### src/rtl/core/mpq_pkg.sv
// Shared types and codes for the min priority queue core.
// No dependencies; imported by mpq_ctrl and min_priority_queue_core.
package mpq_pkg;

   localparam int CAPACITY_DEF = 64;
   localparam int KEY_W        = 32;
   localparam int OPCODE_W     = 2;
   localparam int COUNT_W      = 7;
   localparam int STATUS_W     = 2;

   localparam logic [OPCODE_W-1:0] OP_INSERT = 2'd0;
   localparam logic [OPCODE_W-1:0] OP_REMOVE = 2'd1;
   localparam logic [OPCODE_W-1:0] OP_PEEK   = 2'd2;

   localparam logic [STATUS_W-1:0] ST_OK    = 2'd0;
   localparam logic [STATUS_W-1:0] ST_EMPTY = 2'd1;
   localparam logic [STATUS_W-1:0] ST_FULL  = 2'd2;

   typedef struct packed {
      logic [OPCODE_W-1:0]     opcode;
      logic signed [KEY_W-1:0] key;
   } req_item_type;

   typedef struct packed {
      logic signed [KEY_W-1:0] min_key;
      logic [COUNT_W-1:0]      entry_count;
      logic [STATUS_W-1:0]     status;
   } rsp_item_type;

endpackage

### src/rtl/core/mpq_ram.sv
// Heap storage: one write port, two read ports, registered read data.
// Stand-alone; used by mpq_ctrl through the top level.
module mpq_ram #(
   parameter int DEPTH = 64,
   parameter int WIDTH = 32,
   localparam int AW   = (DEPTH > 1) ? $clog2(DEPTH) : 1
) (
   input  logic             clock,
   input  logic             wr_en,
   input  logic [AW-1:0]    wr_addr,
   input  logic [WIDTH-1:0] wr_data,
   input  logic [AW-1:0]    rd_addr_a,
   input  logic [AW-1:0]    rd_addr_b,
   output logic [WIDTH-1:0] rd_data_a,
   output logic [WIDTH-1:0] rd_data_b
);

   logic [WIDTH-1:0] mem [DEPTH];
   logic [WIDTH-1:0] rd_data_a_ff;
   logic [WIDTH-1:0] rd_data_b_ff;

   always_ff @(posedge clock) begin
      if (wr_en) begin
         mem[wr_addr] <= wr_data;
      end
      rd_data_a_ff <= mem[rd_addr_a];
      rd_data_b_ff <= mem[rd_addr_b];
   end

   assign rd_data_a = rd_data_a_ff;
   assign rd_data_b = rd_data_b_ff;

endmodule

### src/rtl/core/mpq_ctrl.sv
// Binary heap sequencer: sift-up on insert, sift-down on remove, one level a cycle.
// Depends on mpq_pkg; drives the ports of mpq_ram.
module mpq_ctrl #(
   parameter int CAPACITY = mpq_pkg::CAPACITY_DEF,
   localparam int AW      = (CAPACITY > 1) ? $clog2(CAPACITY) : 1,
   localparam int CW      = $clog2(CAPACITY + 1)
) (
   input  logic                  clock,
   input  logic                  reset,
   input  logic                  req_valid,
   output logic                  req_ready,
   input  mpq_pkg::req_item_type req_item,
   output logic                  res_valid,
   input  logic                  res_take,
   output mpq_pkg::rsp_item_type res_item,
   output logic                  wr_en,
   output logic [AW-1:0]         wr_addr,
   output logic [mpq_pkg::KEY_W-1:0] wr_data,
   output logic [AW-1:0]         rd_addr_a,
   output logic [AW-1:0]         rd_addr_b,
   input  logic [mpq_pkg::KEY_W-1:0] rd_data_a,
   input  logic [mpq_pkg::KEY_W-1:0] rd_data_b
);
   import mpq_pkg::*;

   localparam int XW = CW + 1;

   typedef enum logic [2:0] {
      S_IDLE,
      S_LAST,
      S_DOWN,
      S_UP,
      S_PLACE,
      S_DONE
   } state_type;

   state_type               state_ff, state_in;
   logic [CW-1:0]           cnt_ff, cnt_in;
   logic [AW-1:0]           idx_ff, idx_in;
   logic signed [KEY_W-1:0] hold_ff, hold_in;
   logic signed [KEY_W-1:0] min_ff, min_in;
   logic [STATUS_W-1:0]     status_ff, status_in;

   logic [XW-1:0]           cnt_ext;
   logic [XW-1:0]           cur_l, cur_r;
   logic [AW-1:0]           probe_idx;
   logic [XW-1:0]           probe_l, probe_r;
   logic                    go_right;
   logic signed [KEY_W-1:0] child_key;
   logic [AW-1:0]           child_idx;
   logic [AW-1:0]           parent_idx;
   logic [AW-1:0]           parent_of_parent;
   logic [AW-1:0]           ins_parent;

   assign cnt_ext          = XW'(cnt_ff);
   assign cur_l            = XW'({idx_ff, 1'b1});
   assign cur_r            = cur_l + XW'(1);
   assign go_right         = (cur_r < cnt_ext) && ($signed(rd_data_b) < $signed(rd_data_a));
   assign child_key        = go_right ? $signed(rd_data_b) : $signed(rd_data_a);
   assign child_idx        = go_right ? cur_r[AW-1:0] : cur_l[AW-1:0];
   assign parent_idx       = AW'((idx_ff - AW'(1)) >> 1);
   assign parent_of_parent = AW'((parent_idx - AW'(1)) >> 1);
   assign ins_parent       = AW'((cnt_ff - CW'(1)) >> 1);
   assign probe_idx        = (state_ff == S_DOWN) ? child_idx : '0;
   assign probe_l          = XW'({probe_idx, 1'b1});
   assign probe_r          = probe_l + XW'(1);

   assign req_ready = (state_ff == S_IDLE);
   assign res_valid = (state_ff == S_DONE);

   always_comb begin
      res_item.min_key     = (cnt_ff == '0) ? '0 : min_ff;
      res_item.entry_count = COUNT_W'(cnt_ff);
      res_item.status      = status_ff;
   end

   always_comb begin
      state_in  = state_ff;
      cnt_in    = cnt_ff;
      idx_in    = idx_ff;
      hold_in   = hold_ff;
      status_in = status_ff;
      wr_en     = 1'b0;
      wr_addr   = idx_ff;
      wr_data   = hold_ff;
      rd_addr_a = '0;
      rd_addr_b = '0;

      unique case (state_ff)
         S_IDLE: begin
            if (req_valid) begin
               state_in  = S_DONE;
               status_in = ST_OK;
               case (req_item.opcode)
                  OP_INSERT: begin
                     if (cnt_ff == CW'(CAPACITY)) begin
                        status_in = ST_FULL;
                     end else begin
                        cnt_in  = cnt_ff + CW'(1);
                        hold_in = req_item.key;
                        idx_in  = AW'(cnt_ff);
                        if (cnt_ff == '0) begin
                           wr_en   = 1'b1;
                           wr_addr = '0;
                           wr_data = req_item.key;
                        end else begin
                           rd_addr_a = ins_parent;
                           state_in  = S_UP;
                        end
                     end
                  end
                  OP_REMOVE: begin
                     if (cnt_ff == '0) begin
                        status_in = ST_EMPTY;
                     end else begin
                        cnt_in = cnt_ff - CW'(1);
                        if (cnt_ff != CW'(1)) begin
                           // fetch the last entry; it refills the root
                           rd_addr_a = AW'(cnt_ff - CW'(1));
                           state_in  = S_LAST;
                        end
                     end
                  end
                  default: begin
                     if (cnt_ff == '0) begin
                        status_in = ST_EMPTY;
                     end
                  end
               endcase
            end
         end
         S_LAST: begin
            hold_in = rd_data_a;
            idx_in  = '0;
            if (probe_l < cnt_ext) begin
               rd_addr_a = probe_l[AW-1:0];
               rd_addr_b = probe_r[AW-1:0];
               state_in  = S_DOWN;
            end else begin
               wr_en    = 1'b1;
               wr_addr  = '0;
               wr_data  = rd_data_a;
               state_in = S_DONE;
            end
         end
         S_DOWN: begin
            if (child_key < hold_ff) begin
               // promote the smaller child and descend
               wr_en   = 1'b1;
               wr_data = child_key;
               idx_in  = child_idx;
               if (probe_l < cnt_ext) begin
                  rd_addr_a = probe_l[AW-1:0];
                  rd_addr_b = probe_r[AW-1:0];
               end else begin
                  state_in = S_PLACE;
               end
            end else begin
               wr_en    = 1'b1;
               state_in = S_DONE;
            end
         end
         S_UP: begin
            if ($signed(rd_data_a) > hold_ff) begin
               // move the parent down and climb
               wr_en   = 1'b1;
               wr_data = rd_data_a;
               idx_in  = parent_idx;
               if (parent_idx == '0) begin
                  state_in = S_PLACE;
               end else begin
                  rd_addr_a = parent_of_parent;
               end
            end else begin
               wr_en    = 1'b1;
               state_in = S_DONE;
            end
         end
         S_PLACE: begin
            wr_en    = 1'b1;
            state_in = S_DONE;
         end
         S_DONE: begin
            if (res_take) begin
               state_in = S_IDLE;
            end
         end
         default: begin
            state_in = S_IDLE;
         end
      endcase

      // the root is cached so the minimum needs no read
      min_in = min_ff;
      if (wr_en && (wr_addr == '0)) begin
         min_in = wr_data;
      end
   end

   always_ff @(posedge clock) begin
      if (reset) begin
         state_ff  <= S_IDLE;
         cnt_ff    <= '0;
         status_ff <= ST_OK;
      end else begin
         state_ff  <= state_in;
         cnt_ff    <= cnt_in;
         status_ff <= status_in;
      end
      idx_ff  <= idx_in;
      hold_ff <= hold_in;
      min_ff  <= min_in;
   end

endmodule

### src/rtl/core/min_priority_queue_core.sv
// Min priority queue on a binary heap held in a two-read, one-write RAM.
// Insert sifts up and remove sifts down, one heap level per cycle; peek and rejected
// items go straight to the result.
// One item in flight; the next is taken once the result sits in the output register.
// Synchronous reset empties the queue at once; heap RAM contents are not cleared.
// Depends on mpq_pkg, mpq_ram and mpq_ctrl.
module min_priority_queue_core #(
   parameter int CAPACITY = mpq_pkg::CAPACITY_DEF
) (
   input  logic                  clock,
   input  logic                  reset,
   input  logic                  req_valid,
   output logic                  req_ready,
   input  mpq_pkg::req_item_type req_item,
   output logic                  rsp_valid,
   input  logic                  rsp_ready,
   output mpq_pkg::rsp_item_type rsp_item
);
   import mpq_pkg::*;

   localparam int AW = (CAPACITY > 1) ? $clog2(CAPACITY) : 1;

   logic             res_valid;
   logic             res_take;
   rsp_item_type     res_item;
   logic             wr_en;
   logic [AW-1:0]    wr_addr;
   logic [KEY_W-1:0] wr_data;
   logic [AW-1:0]    rd_addr_a;
   logic [AW-1:0]    rd_addr_b;
   logic [KEY_W-1:0] rd_data_a;
   logic [KEY_W-1:0] rd_data_b;

   logic             rsp_valid_ff, rsp_valid_in;
   rsp_item_type     rsp_item_ff, rsp_item_in;

   mpq_ram #(
      .DEPTH (CAPACITY),
      .WIDTH (KEY_W)
   ) u_ram (
      .clock     (clock),
      .wr_en     (wr_en),
      .wr_addr   (wr_addr),
      .wr_data   (wr_data),
      .rd_addr_a (rd_addr_a),
      .rd_addr_b (rd_addr_b),
      .rd_data_a (rd_data_a),
      .rd_data_b (rd_data_b)
   );

   mpq_ctrl #(
      .CAPACITY (CAPACITY)
   ) u_ctrl (
      .clock     (clock),
      .reset     (reset),
      .req_valid (req_valid),
      .req_ready (req_ready),
      .req_item  (req_item),
      .res_valid (res_valid),
      .res_take  (res_take),
      .res_item  (res_item),
      .wr_en     (wr_en),
      .wr_addr   (wr_addr),
      .wr_data   (wr_data),
      .rd_addr_a (rd_addr_a),
      .rd_addr_b (rd_addr_b),
      .rd_data_a (rd_data_a),
      .rd_data_b (rd_data_b)
   );

   // output slot is free when empty or being drained this cycle
   assign res_take = !rsp_valid_ff || rsp_ready;

   always_comb begin
      rsp_valid_in = rsp_valid_ff;
      rsp_item_in  = rsp_item_ff;
      if (res_valid && res_take) begin
         rsp_valid_in = 1'b1;
         rsp_item_in  = res_item;
      end else if (rsp_ready) begin
         rsp_valid_in = 1'b0;
      end
   end

   always_ff @(posedge clock) begin
      if (reset) begin
         rsp_valid_ff <= 1'b0;
      end else begin
         rsp_valid_ff <= rsp_valid_in;
      end
      rsp_item_ff <= rsp_item_in;
   end

   assign rsp_valid = rsp_valid_ff;
   assign rsp_item  = rsp_item_ff;

endmodule

### config.mk
export PLATFORM = sky130hd
export DESIGN_NAME = min_priority_queue_core
export DESIGN_NICKNAME = d
export VERILOG_FILES = /design/src/rtl/core/mpq_pkg.sv /design/src/rtl/core/mpq_ram.sv /design/src/rtl/core/mpq_ctrl.sv /design/src/rtl/core/min_priority_queue_core.sv
export SDC_FILE = /design/constraint.sdc
export NUM_CORES = 2
export LEC_CHECK = 0
export BUFFER_PORTS_ARGS = -buffer_cell sky130_fd_sc_hd__buf_2
export CORE_ASPECT_RATIO = 1.25
export CORE_UTILIZATION = 30
export CTS_CLUSTER_DIAMETER = 40
export DETAILED_ROUTE_END_ITERATION = 12
export SETUP_SLACK_MARGIN = 0.05
export SLEW_MARGIN = 20
export SYNTH_ARGS = -nofsm -noshare
export SYNTH_HDL_FRONTEND = slang
export SYNTH_SLANG_ARGS = --single-unit
### constraint.sdc
create_clock -name clock -period 10.95 [get_ports clock]
set_input_delay 0 -clock clock [delete_from_list [all_inputs] [get_ports clock]]
set_output_delay 0 -clock clock [all_outputs]
set_load 0.02 [all_outputs]
Word-level counts from Yosys, hierarchy flattened

Memories as Yosys holds them, arrays and structs flattened. A register that Yosys moved wholly into a read port is not among the register bits.
Index checks and enable logic that the tools add are counted.

Register bits after elaboration: 124
Input bits: 38
Memory bits (writable): 2048
Word-level logic and storage cells: 130
Memories: 1
Output and inout port bits: 43

Equality and inequality tests: 18
Reduce and logical (&&, ||, !) cells: 20
Magnitude comparators: 5
Muxes and demuxes: 70
Add/subtract/negate cells: 6

Memories:

| name      | words | width | rd ports | clocked after memory_dff | wr ports | RTL line      | source |
|---|---|---|---|---|---|---|---|
| u_ram.mem | 64    | 32    | 2        | 2                        | 1        | mpq_ram.sv:18 | `logic [WIDTH-1:0] mem [DEPTH];` |

Operator list:

| cell                  | count |
|---|---|
| $mux W32              | 11 |
| $mux W6               | 22 |
| $pmux W32 S4          | 1 |
| $lt A32 B32 Y1        | 2 |
| $pmux W32 S2          | 1 |
| $pmux W6 S4           | 2 |
| $pmux W6 S2           | 3 |
| $mux W3               | 11 |
| $gt A32 B32 Y1        | 1 |
| $pmux W3 S6           | 1 |
| $mux W7               | 2 |
| $pmux W7 S2           | 1 |
| $logic_not A6 Y1      | 2 |
| $mux W1               | 10 |
| $ne A2 B2 Y1 const B  | 5 |
| $add A7 B1 Y8 const B | 1 |
| $lt A8 B7 Y1          | 1 |
| $reduce_and A4 Y1     | 2 |
| $add A7 B1 Y7 const B | 1 |
| $eq A7 B7 Y1 const B  | 1 |
| $logic_not A7 Y1      | 1 |
| $lt A7 B7 Y1          | 1 |
| $ne A7 B1 Y1 const B  | 1 |
| $sub A7 B1 Y7 const B | 1 |
| other kinds (24)      | 34 |

Longest topological paths before layout

Depth after elaboration: 10
Gate-level depth with buffers: 32
Depth with buffers taken out: 25

Modules after synthesis

From an unflattened synthesis, not the netlist that was laid out.

Cell total of the unflattened synthesis: 5337
Area, all modules: 105135.8 µm²

Modules (own cells, without submodules):

| module                  | instances | seq. area each (µm²) | cells each | area each (µm²) |
|---|---|---|---|---|
| mpq_ram                 | 1         | 62780.2              | 4409       | 95715.5 |
| mpq_ctrl                | 1         | 2342.2               | 882        | 8134.1 |
| min_priority_queue_core | 1         | 1251.2               | 46         | 1286.2 |

Worst setup path before layout

OpenSTA, ideal clock, no wires.

Path kind: reg2reg
Start point: register u_ctrl.idx_ff[0]
End point: register u_ctrl.min_ff[0] (data pin)
Arrival: 8.255 ns
Stages on the path, launching flop included: 28
Path slack: 1.985 ns
Setup time: 0.709 ns
Clock period less this slack: 8.965 ns
Required time: 10.241 ns
Buffers on the path: 6
Cells stage by stage: edfxtp_1 -> clkbuf_1 -> inv_1 -> ha_1 -> ha_1 -> a21oi_1 -> a21o_1 -> a21oi_1 -> or2_2 -> nor4_4 -> clkbuf_1 -> clkbuf_1 -> clkbuf_1 -> nand2_1 -> o21ai_0 -> ha_1 -> nand2_1 -> or3_1 -> or4_1 -> o22ai_1 -> o221ai_2 -> a21boi_1 -> buf_4 -> buf_1 -> nand2_1 -> o21ai_0 -> a21oi_1 -> o21ai_0

Word-level cells in the longest chain between the ends: 8
Elaborated cells between the ends (all ways): 11
Those cells by class: add/sub: 1; order compare: 3; mux: 6; reduce/logical: 1

RTL lines:

| element                                                                | RTL line        | source |
|---|---|---|
| from (decl)                                                            | mpq_ctrl.sv:39  | `logic [AW-1:0] idx_ff, idx_in;` |
| from (signal assigned)                                                 | mpq_ctrl.sv:210 | `idx_ff <= idx_in;` |
| parallel branches: the longest is 7 deep, another holds $lt A32 B32 Y1 | --              |  |
| $pmux W32 S4 (*)                                                       | mpq_ctrl.sv:89  | `unique case (state_ff)` |
| named net u_ctrl.wr_data (one bit)                                     | mpq_ctrl.sv:18  | `output logic [mpq_pkg::KEY_W-1:0] wr_data,` |
| to (signal assigned)                                                   | mpq_ctrl.sv:212 | `min_ff <= min_in;` |
| to (decl)                                                              | mpq_ctrl.sv:41  | `logic signed [KEY_W-1:0] min_ff, min_in;` |

Mark *: on every way through the listed nets, which the timed path passes.
A chain may end at the register's enable or synchronous reset.

Worst setup path after layout

Start point: register u_ctrl.idx_ff[2]
End point: register u_ram.rd_data_a_ff[1] (netlist: u_ram.rd_data_a[1]) (read register of u_ram.mem)

Word-level cells in the longest chain between the ends: 9
Elaborated cells between the ends (all ways): 16
Those cells by class: add/sub: 3; order compare: 3; mux: 8; reduce/logical: 2

RTL lines:

| element                                                                | RTL line       | source |
|---|---|---|
| parallel branches: the longest is 8 deep, another holds $lt A32 B32 Y1 | --             |  |
| $pmux W6 S4 (*)                                                        | mpq_ctrl.sv:89 |  |
| to (decl)                                                              | mpq_ram.sv:19  | `logic [WIDTH-1:0] rd_data_a_ff;` |

Mark *: on every way between the ends.

==> summary.md <==
| Metric | Value |
|---|---|
| Clk_skew | `0.0699 ns` |
| Sw Share | `32.5%` |
| Worst IR Drop VDD | `0.000172 V` |
| WP data arrival | `10.19 ns` |
| Clock Path Buffers | `4` |
| WP data required | `11.54 ns` |
| # IOs | `81` |
| Area delta synth->final | `15.9%` |
| Top cell type's share of synthesized area | `65.6%` |
| Via count | `73195` |
| Post-Syn Instances | `8098` |
| Minimum clock period after layout | `9.60 ns` |
| Synth Net Count | `8248` |
| Setup-failing EPs final | `0` |
| Sw Pwr | `8.42 mW` |
| Yosys cell types | `97` |
| Final Hold Fails | `0` |
| Final period util | `87.7%` |
| DRC viols | `0` |
| Number of global-route vias before repair | `70351` |
| DP HPWL | `219 mm` |
| Nets@finish | `8378` |
| CTS H-Tree Depth | `4` |
| P_int | `17.5 mW` |
| TNS Setup | `0 ns` |
| Total track usage | `21.4%` |
| Initial drt markers | `10783` |
| Critical path peak fanout | `42` |
| First-pass GRT wire length | `516 mm` |
| Startpoint Class | `flop` |
| Number of synthesized flops with an enable pin | `2159` |
| Seq/Total Area, Yosys | `67.1%` |
| CTS tree | `built` |
| Initial antenna violation count | `15` |
| Lkg Pwr | `37.5 nW` |
| Synthesized area per cell | `12.2 um^2` |
| Total setup buffers inserted after CTS | `0` |
| Worst slew margin | `20.5%` |
| Floorplan row count | `235` |
| Synth top cells by count | `2159 x edfxtp_1, 2136 x nand2_1, 698 x nand3_1, 539 x mux2i_1, 271 x buf_2` |
| Via-per-instance ratio | `5.72` |
| Yosys reg bits | `2236` |
| Core area | `0.328 mm^2` |
| Most area-consuming cells after synthesis | `edfxtp_1 66%, nand2_1 8.1%, mux2i_1 5.5%` |
| Power, Total | `25.9 mW` |
| Cell Area, Synth | `0.0989 mm^2` |
| Cell with the most instances after synthesis | `edfxtp_1` |
| Full die area | `0.332 mm^2` |
| Clk root buf | `clkbuf_16` |
| Clk slew on worst S/H paths | `0.06 ns` |
| Layout cells sized above 1 | `11.1%` |
| Initial Utilization | `30.2%` |
| Cell taking the most area after synthesis | `edfxtp_1` |
| IO Port Bufs | `80` |
| Post-DRT Antenna Nets | `0` |
| Maxcap violations | `0` |
| Final wirelength | `369 mm` |
| CP Capture Type | `flop` |
| Setup crit start | `u_ctrl.idx_ff[2]` |
| Clock sinks | `2236` |
| Slew Limit Fails | `0` |
| Fill count | `31664` |
| Largest net degree at the start of global routing | `133` |
| Crit path kind | `flop to flop` |
| Maximum clock rate | `104 MHz` |
| TritonCTS buffer count | `224` |
| Pwr dens | `226 mW/mm^2` |
| Min-delay src | `req_item[33]` |
| YS warnings | `0` |
| Drt wl/cell | `28.8 um` |
| Post-synth ARST share | `0%` |
| GPL Wtd Cong | `0.913` |
| RSZ-0062 raised after global routing | `no` |
| Clk pwr share | `31.3%` |
| Clock latency on the worst-skew pair | `0.93 ns` |
| Main synth FF type | `edfxtp_1` |
| Sequential share of power | `45.4%` |
| Die W | `516 um` |
| Logic pwr share | `23.3%` |
| Worst hold path type | `primary input to flop` |
| Grt ovf | `0` |
| Status | `finished, final reports clean` |
| Die Ht | `644 um` |
| Detailed Routing Iterations Pass 1 | `7` |
| Worst-margin pin slew | `1.19 ns` |
| WHS | `0.153 ns` |
| Critical R2R Launch | `u_ctrl.idx_ff[2]` |
kinds of logic after synthesis:
logic type / after synthesis / share of synthesized area (%)
multiplexers: 572 / 5.84
AO/OA/AOI/OAI: 966 / 6.60
XOR/XNOR: 27 / 0.247
AND/OR/NAND/NOR: 3558 / 15.9
buffers and inverters: 627 / 2.87
flip-flops: 2236 / 67.1
adder cells (fa/ha/maj): 112 / 1.42
cells in the final DEF, fill, tap and decap left out, drive strengths merged, types with 12 or more instances in the layout:
cell | netlist | layout
xnor2 | 21 | 21
nor2 | 187 | 187
and3 | 69 | 69
o21a | 15 | 15
o221ai | 34 | 34
mux2i | 539 | 539
nor4 | 69 | 69
dlygate4sd3 | 0 | 76
ha | 112 | 112
clkbuf | 218 | 274
nor3 | 17 | 17
buf | 325 | 371
and2 | 38 | 38
a21oi | 93 | 93
nand2 | 2138 | 2138
o21ai | 161 | 161
a221oi | 35 | 35
dfxtp | 77 | 77
clkinvlp | 0 | 18
o22ai | 203 | 203
clkinv | 2 | 75
a32oi | 137 | 137
nand3 | 704 | 704
inv | 82 | 103
mux2 | 33 | 33
bufinv | 0 | 28
a31oi | 194 | 194
nand4 | 257 | 257
nor2b | 12 | 12
edfxtp | 2159 | 2159
and4 | 35 | 35
per-stage QoR:
stage	instance area, um^2	setup slack (ns)	std cells	util [%]
after detailed placement	106000	1.60	12308	32.4
after CTS	115000	1.59	12798	34.9
after global routing	115000	1.34	12802	35.0
after floorplan	98900	1.99	8098	-
after global placement	106000	1.54	12308	32.4
final	115000	1.35	12807	35.0
power by group through the flow:
stage | registers (mW) | clock network [mW] | logic [mW]
after floorplan | 11.7 | 0 | 3.44
after global placement | 11.9 | 0 | 5.75
after detailed placement | 11.9 | 0 | 5.86
after CTS | 11.8 | 8.14 | 5.90
after global routing | 11.8 | 8.43 | 6.43
final | 11.8 | 8.11 | 6.05
registers in the layout (all words and copies together), names as in the netlist, 2 cells and up:
register,count
u_ctrl.idx_ff,6
u_ram.rd_data_a,32
u_ctrl.cnt_ff,7
u_ctrl.hold_ff,32
u_ctrl.state_ff,3
u_ram.mem,2048
u_ctrl.status_ff,2
rsp_item,41
u_ctrl.min_ff,32
u_ram.rd_data_b,32
critical path: stages (launching register included):
cell and delay [ns]:
edfxtp_1 0.72, and3_1 0.43, nand3_1 0.14, xnor2_1 0.16
ha_1 0.30, a21oi_1 0.13, o21ai_0 0.42, or2_2 0.51
nor4_4 0.18, buf_4 0.39, nand2_1 0.09, o21ai_0 0.14
ha_1 0.31, a21o_1 0.18, a211oi_1 0.24, o21ai_0 0.13
a21boi_0 0.52, nor2_1 0.14, or4_1 0.59, o22a_2 0.31
o21a_1 0.31, nand3_4 0.12, buf_4 0.63, buf_4 0.66
o22ai_1 0.20, nor4_1 0.69, o221ai_1 0.55
worst paths after layout:
check	endpoint	slack, ns	depth (start not counted)
worst min-delay path	u_ctrl.cnt_ff[1]	0.15	5
worst max register to register	u_ram.rd_data_a[1]	1.35	26
worst max-delay path	u_ram.rd_data_a[1]	1.35	26
worst min register to register	rsp_item[0]	0.43	0
layout make-up:
cell class	count	area (um^2)	area share [%]
flip-flops and latches	2236	66400	57.9
multi-input cells	5235	30600	26.7
clock buffers	274	6060	5.29
well taps	4384	5490	4.79
repair buffers	447	4110	3.59
clock inverters	140	1620	1.41
inverters	84	320	0.279
diodes	7	17.5	0.0153
repair_timing:
action                    4_1_cts  5_1_grt
hold buffers                   76        0
hold endpoints to repair       49        0
gates resized for setup         0        0
per-layer routing:
| layer | global-route usage (%) | part of all wire [%] | up-vias |
|---|---|---|---|
| met2 | 35.4 | 47 | 5164 |
| met4 | 11.8 | 6.3 | 8 |
| li1 | - | - | 30548 |
| met3 | 4.23 | 11 | 1146 |
| met5 | 0.0583 | 0.047 | - |
| met1 | 26.2 | 35 | 36329 |
Power figures use the tool's default switching activity.
